$ cat src/hdl/periodic_message_slot_scheduler_defines.svh
// Assertion macros for the periodic message slot scheduler.
`ifndef PERIODIC_MESSAGE_SLOT_SCHEDULER_DEFINES_SVH
`define PERIODIC_MESSAGE_SLOT_SCHEDULER_DEFINES_SVH

`ifndef SYNTHESIS

// Check a property on every clock edge outside reset.
`define PMSS_ASSERT(lbl, prop, msg) \
   lbl: assert property (@(posedge clock) disable iff (reset) prop) else $error(msg);

// Check that a condition never holds outside reset.
`define PMSS_ASSERT_NEVER(lbl, expr, msg) \
   lbl: assert property (@(posedge clock) disable iff (reset) !(expr)) else $error(msg);

`else

`define PMSS_ASSERT(lbl, prop, msg)
`define PMSS_ASSERT_NEVER(lbl, expr, msg)

`endif

`endif

$ cat src/hdl/pmss_pkg.sv
// Shared types, constants and helpers of the periodic message slot scheduler.
`timescale 1ns / 1ps

package pmss_pkg;

   // Slot count default and register file geometry
   localparam int DEFAULT_SLOTS = 6;
   localparam int MAX_SLOTS     = 8;
   localparam int PERIOD_REGS   = 6;
   localparam int CSR_ADDR_W    = 5;
   localparam int OUTCOME_W     = 18;
   localparam int STAGGER_MS    = 50;

   // Register indexes
   localparam logic [2:0] REG_RETRY = 3'd6;

   // Register reset values
   localparam logic [15:0] PERIOD_RESET = 16'd1000;
   localparam logic [15:0] RETRY_RESET  = 16'd100;

   // Encoder outcome codes
   localparam logic [2:0] OC_OK       = 3'd0;
   localparam logic [2:0] OC_IDLE     = 3'd2;
   localparam logic [2:0] OC_BUSY     = 3'd4;
   localparam logic [2:0] OC_IO_ERROR = 3'd5;

   typedef logic [PERIOD_REGS-1:0][15:0] period_arr_type;

   typedef enum logic [1:0] {
      ST_IDLE,
      ST_CHECK,
      ST_FINISH
   } pmss_state_type;

   // Controller commands to the datapath
   typedef struct packed {
      logic init;
      logic latch;
      logic check;
      logic finish;
   } pmss_cmd_type;

   // Datapath status to the controller
   typedef struct packed {
      logic due;
      logic term;
      logic pend_valid;
      logic out_free;
   } pmss_sts_type;

   // One result word
   typedef struct packed {
      logic        attempted;
      logic [2:0]  slot;
      logic [2:0]  outcome;
      logic [31:0] next_deadline;
      logic [31:0] ok_count;
      logic [2:0]  run_status;
      logic        is_last;
   } rsp_word_type;

   // True for outcomes that end a pass
   function automatic logic is_term(input logic [2:0] oc);
      return (oc == OC_OK) || (oc == OC_BUSY) || (oc == OC_IO_ERROR);
   endfunction

endpackage

$ cat src/hdl/pmss_req_if.sv
// Request channel: one word per start or run item.
`timescale 1ns / 1ps

interface pmss_req_if;
   logic        valid;
   logic        ready;
   logic        action;
   logic [31:0] now_ms;
   logic [17:0] slot_outcomes;

   modport source (output valid, action, now_ms, slot_outcomes, input ready);
   modport sink (input valid, action, now_ms, slot_outcomes, output ready);
endinterface

$ cat src/hdl/pmss_rsp_if.sv
// Response channel: one word per due slot, or one idle word per pass.
`timescale 1ns / 1ps

interface pmss_rsp_if;
   logic        valid;
   logic        ready;
   logic        attempted;
   logic [2:0]  slot;
   logic [2:0]  outcome;
   logic [31:0] next_deadline;
   logic [31:0] ok_count;
   logic [2:0]  run_status;
   logic        is_last;

   modport source (output valid, attempted, slot, outcome, next_deadline,
                   ok_count, run_status, is_last, input ready);
   modport sink (input valid, attempted, slot, outcome, next_deadline,
                 ok_count, run_status, is_last, output ready);
endinterface

$ cat src/hdl/pmss_csr.sv
// Period and retry registers behind the APB-style port.
`timescale 1ns / 1ps

module pmss_csr
   import pmss_pkg::*;
(
   input  logic                  clock,
   input  logic                  reset,
   input  logic                  psel,
   input  logic                  penable,
   input  logic                  pwrite,
   input  logic [CSR_ADDR_W-1:0] paddr,
   input  logic [31:0]           pwdata,
   output logic [31:0]           prdata,
   output logic                  pready,
   output period_arr_type        period,
   output logic [15:0]           retry
);

   period_arr_type period_ff, period_in;
   logic [15:0]    retry_ff, retry_in;
   logic [2:0]     idx;
   logic           wr;

   assign idx    = paddr[CSR_ADDR_W-1:2];
   assign wr     = psel && penable && pwrite;
   assign pready = 1'b1;

   // Decode the write
   always_comb begin
      period_in = period_ff;
      retry_in  = retry_ff;
      if (wr) begin
         if (idx == REG_RETRY) begin
            retry_in = pwdata[15:0];
         end else if (32'(idx) < PERIOD_REGS) begin
            period_in[idx] = pwdata[15:0];
         end
      end
   end

   always_ff @(posedge clock) begin
      if (reset) begin
         period_ff <= {PERIOD_REGS{PERIOD_RESET}};
         retry_ff  <= RETRY_RESET;
      end else begin
         period_ff <= period_in;
         retry_ff  <= retry_in;
      end
   end

   // Read back
   always_comb begin
      if (idx == REG_RETRY) begin
         prdata = {16'd0, retry_ff};
      end else if (32'(idx) < PERIOD_REGS) begin
         prdata = {16'd0, period_ff[idx]};
      end else begin
         prdata = '0;
      end
   end

   assign period = period_ff;
   assign retry  = retry_ff;

endmodule

$ cat src/hdl/pmss_ctrl.sv
// Pass sequencer: accepts items and steps the datapath one slot a cycle unless a full output register holds it.
`timescale 1ns / 1ps

module pmss_ctrl
   import pmss_pkg::*;
#(
   parameter int SLOTS = DEFAULT_SLOTS
) (
   input  logic         clock,
   input  logic         reset,
   input  logic         req_valid,
   input  logic         req_action,
   output logic         req_ready,
   input  pmss_sts_type sts,
   output pmss_cmd_type cmd
);

   localparam int CHK_W = (SLOTS > 1) ? $clog2(SLOTS) : 1;

   pmss_state_type   state_ff, state_in;
   logic [CHK_W-1:0] checked_ff, checked_in;
   logic             last_check;
   logic             can_check;

   assign last_check = (checked_ff == CHK_W'(SLOTS - 1));
   // A second due slot must wait for the output register to drain
   assign can_check  = !sts.due || !sts.pend_valid || sts.out_free;

   // Next state
   always_comb begin
      state_in = state_ff;
      unique case (state_ff)
         ST_IDLE: begin
            if (req_valid && req_action) begin
               state_in = ST_CHECK;
            end
         end
         ST_CHECK: begin
            if (can_check && ((sts.due && sts.term) || last_check)) begin
               state_in = ST_FINISH;
            end
         end
         ST_FINISH: begin
            if (sts.out_free) begin
               state_in = ST_IDLE;
            end
         end
         default: state_in = ST_IDLE;
      endcase
   end

   // Outputs
   always_comb begin
      req_ready = 1'b0;
      cmd       = '0;
      unique case (state_ff)
         ST_IDLE: begin
            req_ready  = 1'b1;
            cmd.init   = req_valid && !req_action;
            cmd.latch  = req_valid && req_action;
         end
         ST_CHECK: begin
            cmd.check  = can_check;
         end
         ST_FINISH: begin
            cmd.finish = sts.out_free;
         end
         default: begin
            req_ready  = 1'b0;
         end
      endcase
   end

   // Count slots checked in this pass
   always_comb begin
      checked_in = checked_ff;
      if (cmd.latch) begin
         checked_in = '0;
      end else if (cmd.check) begin
         checked_in = checked_ff + 1'b1;
      end
   end

   always_ff @(posedge clock) begin
      if (reset) begin
         state_ff   <= ST_IDLE;
         checked_ff <= '0;
      end else begin
         state_ff   <= state_in;
         checked_ff <= checked_in;
      end
   end

endmodule

$ cat src/hdl/pmss_dp.sv
// Slot state, deadline compare and update, pending and output words.
`timescale 1ns / 1ps

module pmss_dp
   import pmss_pkg::*;
#(
   parameter int SLOTS = DEFAULT_SLOTS
) (
   input  logic                 clock,
   input  logic                 reset,
   input  pmss_cmd_type         cmd,
   output pmss_sts_type         sts,
   input  logic [31:0]          req_now_ms,
   input  logic [OUTCOME_W-1:0] req_slot_outcomes,
   input  period_arr_type       period,
   input  logic [15:0]          retry,
   input  logic                 rsp_ready,
   output logic                 rsp_valid,
   output rsp_word_type         rsp_word
);

   localparam int SLOT_W = (SLOTS > 1) ? $clog2(SLOTS) : 1;

   logic [31:0]          now_ff, now_in;
   logic [OUTCOME_W-1:0] oc_ff, oc_in;
   logic [31:0]          dl_ff [SLOTS];
   logic [31:0]          dl_in [SLOTS];
   logic [31:0]          cnt_ff [SLOTS];
   logic [31:0]          cnt_in [SLOTS];
   logic [SLOT_W-1:0]    ptr_ff, ptr_in;
   rsp_word_type         pend_ff, pend_in;
   logic                 pend_valid_ff, pend_valid_in;
   rsp_word_type         out_ff, out_in;
   logic                 out_valid_ff, out_valid_in;

   logic [3*MAX_SLOTS-1:0] oc_ext;
   logic [2:0]             cur_oc;
   logic [15:0]            cur_per;
   logic [31:0]            cur_dl;
   logic [31:0]            cur_cnt;
   logic [31:0]            diff;
   logic                   due;
   logic                   ok;
   logic [31:0]            new_dl;
   logic [31:0]            new_cnt;
   logic                   out_free;
   rsp_word_type           last_word;

   // Select the current slot's outcome and period
   assign oc_ext = (3*MAX_SLOTS)'(oc_ff);
   always_comb begin
      cur_oc  = OC_OK;
      cur_per = period[0];
      for (int i = 0; i < SLOTS; i++) begin
         if (ptr_ff == SLOT_W'(i)) begin
            cur_oc  = oc_ext[3*i +: 3];
            cur_per = period[i % PERIOD_REGS];
         end
      end
   end

   // Wrap-safe deadline test and slot update
   assign cur_dl   = dl_ff[ptr_ff];
   assign cur_cnt  = cnt_ff[ptr_ff];
   assign diff     = now_ff - cur_dl;
   assign due      = !diff[31];
   assign ok       = (cur_oc == OC_OK);
   assign new_dl   = now_ff + 32'(ok ? cur_per : retry);
   assign new_cnt  = cur_cnt + 32'(ok);
   assign out_free = !out_valid_ff || rsp_ready;

   assign sts.due        = due;
   assign sts.term       = is_term(cur_oc);
   assign sts.pend_valid = pend_valid_ff;
   assign sts.out_free   = out_free;

   // Close the pass: mark the pending word last, or report idle
   always_comb begin
      last_word = '0;
      if (pend_valid_ff) begin
         last_word            = pend_ff;
         last_word.is_last    = 1'b1;
         last_word.run_status = is_term(pend_ff.outcome) ? pend_ff.outcome : OC_IDLE;
      end else begin
         last_word.run_status = OC_IDLE;
         last_word.is_last    = 1'b1;
      end
   end

   always_comb begin
      now_in        = now_ff;
      oc_in         = oc_ff;
      dl_in         = dl_ff;
      cnt_in        = cnt_ff;
      ptr_in        = ptr_ff;
      pend_in       = pend_ff;
      pend_valid_in = pend_valid_ff;
      out_in        = out_ff;
      out_valid_in  = out_valid_ff && !rsp_ready;

      // Stagger deadlines, clear counts and reset the pointer
      if (cmd.init) begin
         for (int i = 0; i < SLOTS; i++) begin
            dl_in[i]  = req_now_ms + 32'(STAGGER_MS * i);
            cnt_in[i] = '0;
         end
         ptr_in = '0;
      end

      // Hold the pass inputs
      if (cmd.latch) begin
         now_in = req_now_ms;
         oc_in  = req_slot_outcomes;
      end

      // Advance the pointer; update a due slot and shift the pending word out
      if (cmd.check) begin
         ptr_in = (ptr_ff == SLOT_W'(SLOTS - 1)) ? '0 : ptr_ff + 1'b1;
         if (due) begin
            dl_in[ptr_ff]  = new_dl;
            cnt_in[ptr_ff] = new_cnt;
            pend_in.attempted     = 1'b1;
            pend_in.slot          = 3'(ptr_ff);
            pend_in.outcome       = cur_oc;
            pend_in.next_deadline = new_dl;
            pend_in.ok_count      = new_cnt;
            pend_in.run_status    = '0;
            pend_in.is_last       = 1'b0;
            pend_valid_in         = 1'b1;
            if (pend_valid_ff) begin
               out_in       = pend_ff;
               out_valid_in = 1'b1;
            end
         end
      end

      // Emit the final word of the pass
      if (cmd.finish) begin
         out_in        = last_word;
         out_valid_in  = 1'b1;
         pend_valid_in = 1'b0;
      end
   end

   always_ff @(posedge clock) begin
      if (reset) begin
         for (int i = 0; i < SLOTS; i++) begin
            dl_ff[i]  <= '0;
            cnt_ff[i] <= '0;
         end
         ptr_ff        <= '0;
         pend_valid_ff <= 1'b0;
         out_valid_ff  <= 1'b0;
      end else begin
         dl_ff         <= dl_in;
         cnt_ff        <= cnt_in;
         ptr_ff        <= ptr_in;
         pend_valid_ff <= pend_valid_in;
         out_valid_ff  <= out_valid_in;
      end
   end

   // Payload registers
   always_ff @(posedge clock) begin
      now_ff  <= now_in;
      oc_ff   <= oc_in;
      pend_ff <= pend_in;
      out_ff  <= out_in;
   end

   assign rsp_valid = out_valid_ff;
   assign rsp_word  = out_ff;

endmodule

$ cat src/hdl/periodic_message_slot_scheduler.sv
// Top level of the periodic message slot scheduler.
//
//   channel  | direction | word
//   ---------+-----------+-----------------------------------------------
//   req_if   | in        | action, now_ms, slot_outcomes
//   rsp_if   | out       | attempted, slot, outcome, next_deadline,
//            |           | ok_count, run_status, is_last
//   p*       | in/out    | APB-style period and retry registers
//
// A start word is taken in the idle state. A run word is accepted, then one
// slot a cycle is checked (up to SLOTS) by the single slot update unit, then
// the pass closes. Reset is synchronous and clears all slot state at once.
// When a second due slot finds the output register still full, the pass
// waits; req_if is not ready until the pass has closed.
`timescale 1ns / 1ps
`include "periodic_message_slot_scheduler_defines.svh"

module periodic_message_slot_scheduler
   import pmss_pkg::*;
#(
   parameter int SLOTS = DEFAULT_SLOTS
) (
   input  logic                  clock,
   input  logic                  reset,
   pmss_req_if.sink              req_if,
   pmss_rsp_if.source            rsp_if,
   input  logic                  psel,
   input  logic                  penable,
   input  logic                  pwrite,
   input  logic [CSR_ADDR_W-1:0] paddr,
   input  logic [31:0]           pwdata,
   output logic [31:0]           prdata,
   output logic                  pready
);

   pmss_cmd_type   cmd;
   pmss_sts_type   sts;
   period_arr_type period;
   logic [15:0]    retry;
   rsp_word_type   rsp_word;
   logic           rsp_valid;

   pmss_csr u_csr (
      .clock   (clock),
      .reset   (reset),
      .psel    (psel),
      .penable (penable),
      .pwrite  (pwrite),
      .paddr   (paddr),
      .pwdata  (pwdata),
      .prdata  (prdata),
      .pready  (pready),
      .period  (period),
      .retry   (retry)
   );

   pmss_ctrl #(
      .SLOTS (SLOTS)
   ) u_ctrl (
      .clock      (clock),
      .reset      (reset),
      .req_valid  (req_if.valid),
      .req_action (req_if.action),
      .req_ready  (req_if.ready),
      .sts        (sts),
      .cmd        (cmd)
   );

   pmss_dp #(
      .SLOTS (SLOTS)
   ) u_dp (
      .clock             (clock),
      .reset             (reset),
      .cmd               (cmd),
      .sts               (sts),
      .req_now_ms        (req_if.now_ms),
      .req_slot_outcomes (req_if.slot_outcomes),
      .period            (period),
      .retry             (retry),
      .rsp_ready         (rsp_if.ready),
      .rsp_valid         (rsp_valid),
      .rsp_word          (rsp_word)
   );

   // Drive the result channel from the output register
   assign rsp_if.valid         = rsp_valid;
   assign rsp_if.attempted     = rsp_word.attempted;
   assign rsp_if.slot          = rsp_word.slot;
   assign rsp_if.outcome       = rsp_word.outcome;
   assign rsp_if.next_deadline = rsp_word.next_deadline;
   assign rsp_if.ok_count      = rsp_word.ok_count;
   assign rsp_if.run_status    = rsp_word.run_status;
   assign rsp_if.is_last       = rsp_word.is_last;

   // No pending word may outlive its pass
   `PMSS_ASSERT_NEVER(a_idle_no_pending, req_if.ready && sts.pend_valid, "pending while idle")
   // Closing a pass puts a last word on the channel
   `PMSS_ASSERT(a_finish_last, cmd.finish |=> rsp_if.valid && rsp_if.is_last, "no last word")
   // A word that is not last always reports a due slot
   `PMSS_ASSERT(a_mid_attempted, rsp_if.valid && !rsp_if.is_last |-> rsp_if.attempted, "idle mid")
   // Reported slot lies within the slot count
   `PMSS_ASSERT(a_slot_range, rsp_if.valid |-> ({1'b0, rsp_if.slot} < 4'(SLOTS)), "bad slot")

endmodule
$ cat src/flat_wrapper.sv
// flat-port wrapper written by rule: the top's interface ports become plain ports
module periodic_message_slot_scheduler_flat import pmss_pkg::*;
#(
   parameter int SLOTS = DEFAULT_SLOTS
)
  (clock, reset, psel, penable, pwrite, paddr, pwdata, prdata, pready, req_if_valid, req_if_action, req_if_now_ms, req_if_slot_outcomes, req_if_ready, rsp_if_valid, rsp_if_attempted, rsp_if_slot, rsp_if_outcome, rsp_if_next_deadline, rsp_if_ok_count, rsp_if_run_status, rsp_if_is_last, rsp_if_ready);
  pmss_req_if req_if_i ();
  pmss_rsp_if rsp_if_i ();
  input  logic clock;
  input  logic reset;
  input  logic psel;
  input  logic penable;
  input  logic pwrite;
  input  logic [CSR_ADDR_W-1:0] paddr;
  input  logic [31:0] pwdata;
  output logic [31:0] prdata;
  output logic pready;
  input wire logic [$bits(req_if_i.valid)-1:0] req_if_valid;
  input wire logic [$bits(req_if_i.action)-1:0] req_if_action;
  input wire logic [$bits(req_if_i.now_ms)-1:0] req_if_now_ms;
  input wire logic [$bits(req_if_i.slot_outcomes)-1:0] req_if_slot_outcomes;
  output wire logic [$bits(req_if_i.ready)-1:0] req_if_ready;
  output wire logic [$bits(rsp_if_i.valid)-1:0] rsp_if_valid;
  output wire logic [$bits(rsp_if_i.attempted)-1:0] rsp_if_attempted;
  output wire logic [$bits(rsp_if_i.slot)-1:0] rsp_if_slot;
  output wire logic [$bits(rsp_if_i.outcome)-1:0] rsp_if_outcome;
  output wire logic [$bits(rsp_if_i.next_deadline)-1:0] rsp_if_next_deadline;
  output wire logic [$bits(rsp_if_i.ok_count)-1:0] rsp_if_ok_count;
  output wire logic [$bits(rsp_if_i.run_status)-1:0] rsp_if_run_status;
  output wire logic [$bits(rsp_if_i.is_last)-1:0] rsp_if_is_last;
  input wire logic [$bits(rsp_if_i.ready)-1:0] rsp_if_ready;
  assign req_if_i.valid = req_if_valid;
  assign req_if_i.action = req_if_action;
  assign req_if_i.now_ms = req_if_now_ms;
  assign req_if_i.slot_outcomes = req_if_slot_outcomes;
  assign req_if_ready = req_if_i.ready;
  assign rsp_if_valid = rsp_if_i.valid;
  assign rsp_if_attempted = rsp_if_i.attempted;
  assign rsp_if_slot = rsp_if_i.slot;
  assign rsp_if_outcome = rsp_if_i.outcome;
  assign rsp_if_next_deadline = rsp_if_i.next_deadline;
  assign rsp_if_ok_count = rsp_if_i.ok_count;
  assign rsp_if_run_status = rsp_if_i.run_status;
  assign rsp_if_is_last = rsp_if_i.is_last;
  assign rsp_if_i.ready = rsp_if_ready;
  periodic_message_slot_scheduler #(.SLOTS(SLOTS)) u_core (.clock(clock), .reset(reset), .req_if(req_if_i), .rsp_if(rsp_if_i), .psel(psel), .penable(penable), .pwrite(pwrite), .paddr(paddr), .pwdata(pwdata), .prdata(prdata), .pready(pready));
endmodule
$ cat config.mk
export PLATFORM = sky130hd
export DESIGN_NAME = periodic_message_slot_scheduler_flat
export DESIGN_NICKNAME = d
export VERILOG_FILES = /design/src/hdl/pmss_pkg.sv /design/src/hdl/pmss_req_if.sv /design/src/hdl/pmss_rsp_if.sv /design/src/hdl/pmss_csr.sv /design/src/hdl/pmss_ctrl.sv /design/src/hdl/pmss_dp.sv /design/src/hdl/periodic_message_slot_scheduler.sv /design/src/flat_wrapper.sv
export VERILOG_INCLUDE_DIRS = /design/src /design/src/hdl
export SDC_FILE = /design/constraint.sdc
export NUM_CORES = 2
export LEC_CHECK = 0
export ABC_AREA = 1
export BUFFER_PORTS_ARGS = -buffer_cell sky130_fd_sc_hd__buf_2
export CORE_AREA = 2 2 348 350
export DETAILED_ROUTE_END_ITERATION = 10
export DIE_AREA = 0 0 350 352
export GPL_TIMING_DRIVEN = 0
export PLACE_DENSITY = 0.58
export SLEW_MARGIN = 20
export SYNTH_ARGS = -nofsm -noshare
export SYNTH_HDL_FRONTEND = slang
export SYNTH_HIERARCHICAL = 1
export SYNTH_SLANG_ARGS = --single-unit
$ cat constraint.sdc
create_clock -name clock -period 8.9 [get_ports clock]
set_input_delay 0.89 -clock clock [delete_from_list [all_inputs] [get_ports clock]]
set_output_delay 0.89 -clock clock [all_outputs]
set_load 0.03 [all_outputs]
==> impl_metrics.env <==
export IMPL_dp_cells=7660
export IMPL_clockBufferDepth=3
export IMPL_drc=0
export IMPL_cts_setup_buffers=0
export IMPL_setup_tns_ns=0
export IMPL_design_area_sq_um=45020
export IMPL_path_clk_slew_ns=0.06
export IMPL_clkLatencyLatePin_ns=0.70
export IMPL_ys_seq_area_share_pct=40.88
export IMPL_gp_congestion=1.053
export IMPL_endpoint_kind="flop"
export IMPL_initial_core_util_pct=32.77
export IMPL_whs_ns=0.3847
export IMPL_layout_cells_non_filler=7821
export IMPL_die_area_sq_um=123200
export IMPL_drv_cap=0
export IMPL_synth_distinct_cells=66
export IMPL_die_w_um=350
export IMPL_grt_max_degree=62
export IMPL_yosys_area_top_type="dfxtp_1"
export IMPL_worst_pin_slew_ns=1.285
export IMPL_critical_path_class="reg -> reg"
export IMPL_via_count=41680
export IMPL_ant_nets=0
export IMPL_netlist_area_sq_um=39110
export IMPL_post_route_min_period_ns=8.838
export IMPL_setup_viol=0
export IMPL_postRouteWirelength_um=191600
export IMPL_drive_above_1_share_pct=8.575
export IMPL_ys_seq_elements=701
export IMPL_htreeDepth=3
export IMPL_dpl_worst_slack_ns=0.08933
export IMPL_core_area_sq_um=119300
export IMPL_pin_count=205
export IMPL_synth_edff_count=195
export IMPL_gr_usage_met1_pct=39.66
export IMPL_critical_path_arrival_ns=9.15
export IMPL_total_power_mw=8.323
export IMPL_antenna_found_initial=9
export IMPL_fp_dieH_um=352
export IMPL_grt_ovfl_total=0
export IMPL_synthTopCellsByArea="dfxtp_1 (26%), nand2_1 (19%), edfxtp_1 (15%)"
export IMPL_grtUsageMet2_pct=46.11
export IMPL_drt_iter0_markers=5293
export IMPL_grt_pass1_wl_um=271300
export IMPL_timing_slew_headroom_pct=14.36
export IMPL_place_area_sq_um=42200
export IMPL_async_flop_share_pct=0
export IMPL_syn2layout_area_growth_pct=15.12
export IMPL_cts_buffers=84
export IMPL_wire_per_inst_um=24.50
export IMPL_crit_path_start_kind="flop"
export IMPL_gr_usage_all_layers_pct=30.23
export IMPL_viasPerCell=5.329
export IMPL_yosysTopAreaCellShare_pct=25.90
export IMPL_drt_pass1_iter_count=6
export IMPL_synthTopCellsByCount="nand2_1 (1935), nor2_1 (1075), dfxtp_1 (506)"
export IMPL_cts_tree="done"
export IMPL_ys_warn_count=6
export IMPL_holdCritPathClass="in -> reg"
export IMPL_p_per_area_nw_per_um2=184.9
export IMPL_reg2reg_depth=26
export IMPL_required_ns=9.21
export IMPL_clock_sinks=701
export IMPL_rows=127
export IMPL_avgSynthCellArea_sq_um=6.674
export IMPL_numPortBuffers=167
export IMPL_rsz0062_at_grt="false"
export IMPL_grt_pass1_vias=38260
export IMPL_slew_violations=0
export IMPL_hpwl_um=142100
export IMPL_synth_most_common_cell="nand2_1"
export IMPL_clock_skew_ns=0.05003
export IMPL_synthCells=5860
export IMPL_worst_slack_ns=0.06242
export IMPL_fin_crit_sh_pct=99.30
export IMPL_synth_ff_type="dfxtp_1"
export IMPL_clockRootBuffer="clkbuf_16"
export IMPL_fillers=12830
export IMPL_status="finished, final reports clean"
export IMPL_met3_usage_pct=5.534
export IMPL_nNetsFinal=6290
export IMPL_top_usage_layer="met2"
export IMPL_min_delay_path_depth=1
export IMPL_hold_viol_final=0
export IMPL_critPathMaxFanout=61
export IMPL_utilization_pct=37.73
export IMPL_regArea_sq_um=15990
export IMPL_ir_drop_mv=0.1387
export IMPL_max_freq_mhz=113.2
export IMPL_multiInputGateArea_sq_um=19670
export IMPL_leakagePower_nw=20.58
-- cells by family after synthesis --
group	Yosys count	share of synthesized area [%]
and+or+nand+nor	3404	34.75
buffers and inverters	844	9.067
AOI/OAI and AO/OA	756	10.93
DFF	701	40.88
xor gates and xnor gates	80	2.080
adders and majority gates	61	1.971
muxes	12	0.3072
other	2	0.01920
-- where the power goes --
group / switching [mW] / total [mW] / internal (mW)
Clock: 1.53 / 3.60 / 2.07
Combinational: 0.926 / 1.25 / 0.323
Sequential: 0.0671 / 3.47 / 3.41
-- critical path, stage by stage (launching register included) --
cell      delay, ns
dfxtp_1        0.42
buf_2          0.39
nand2_1        0.14
clkinv_1       0.31
clkbuf_1       0.76
clkbuf_1       0.71
a221oi_1       0.35
ha_1           0.37
nand4_1        0.09
inv_1          0.08
nand2_1        0.14
nor4_1         0.80
nand2_1        0.39
nand3_1        0.19
nand2_2        0.19
buf_2          0.28
buf_4          0.17
nand3_1        0.11
nand2_2        0.10
inv_1          0.08
clkbuf_1       0.49
clkbuf_1       0.47
inv_1          0.36
nand2_1        0.13
nand3_1        0.18
inv_6          0.27
buf_16         0.33
-- metal layers --
layer / wire (um) / vias to the layer above
met2: 83120 / 2385
met1: 77610 / 19610
met3: 18540 / 556
li1: - / 19140
met5: 0 / -
met4: 12350 / 0
-- placed cells by master (no fill, tap or decap), drive strengths merged, types with 4 or more instances in the layout --
cell      netlist  final
xor2           60     60
a22oi          47     47
o31ai          14     14
a21oi         228    228
dfxtp         506    506
mux2i          12     12
ha             60     60
a22o            4      4
inv           479    483
clkinv         12     39
nor3           48     48
o21ai         332    332
xnor2          20     20
clkbuf        187    301
edfxtp        195    195
nor2         1097   1097
diode           0      5
o22ai          23     23
buf           166    337
conb            2     17
nand2        1949   1949
nand4          48     48
nor4           10     10
nand3         242    242
a221oi         38     38
clkinvlp        0      6
or2             6      6
o211ai         17     17
a31oi          35     35
bufinv          0      7
-- path summary, 6_finish.rpt --
kind,slack (ns),to,from
setup / recovery,0.06,u_core/u_dp/rsp_word[32],u_core/u_dp/ptr_ff[2]
hold / removal,0.38,u_core/u_dp/now_ff[15],req_if_now_ms[15]
setup reg to reg,0.06,u_core/u_dp/rsp_word[32],u_core/u_dp/ptr_ff[2]
hold reg to reg,0.46,u_core/u_dp/pend_ff[71],u_core/u_dp/ptr_ff[0]
-- final cells by class --
type,count,share of cell area (%)
clock inverter,44,0.9671
multi-input combinational,4330,43.69
sequential,701,35.51
timing repair buffer,173,2.173
clock buffer,112,5.247
tap,1612,4.480
antenna,5,0.02779
inverter,491,4.119
buffer,353,3.793
-- flip-flops by register name, summed over array words and instances (netlist names) --
| register | cells |
|---|---|
| u_core/u_csr/period | 96 |
| u_core/u_csr/retry | 16 |
| u_core/u_ctrl/checked_ff | 3 |
| u_core/u_ctrl/state_ff | 2 |
| u_core/u_dp/cnt_ff | 192 |
| u_core/u_dp/dl_ff | 192 |
| u_core/u_dp/now_ff | 32 |
| u_core/u_dp/oc_ff | 18 |
| u_core/u_dp/pend_ff | 70 |
| u_core/u_dp/pend_valid_ff | 1 |
| u_core/u_dp/ptr_ff | 3 |
| u_core/u_dp/rsp_valid | 1 |
| u_core/u_dp/rsp_word | 75 |
-- what timing repair did --
item	in CTS	in global routing
resized for setup	0	2
endpoints found under the hold margin	0	0
endpoints found under the setup margin	0	47
hold buffers	0	0
Note: power is estimated with default switching activity, not from simulation.
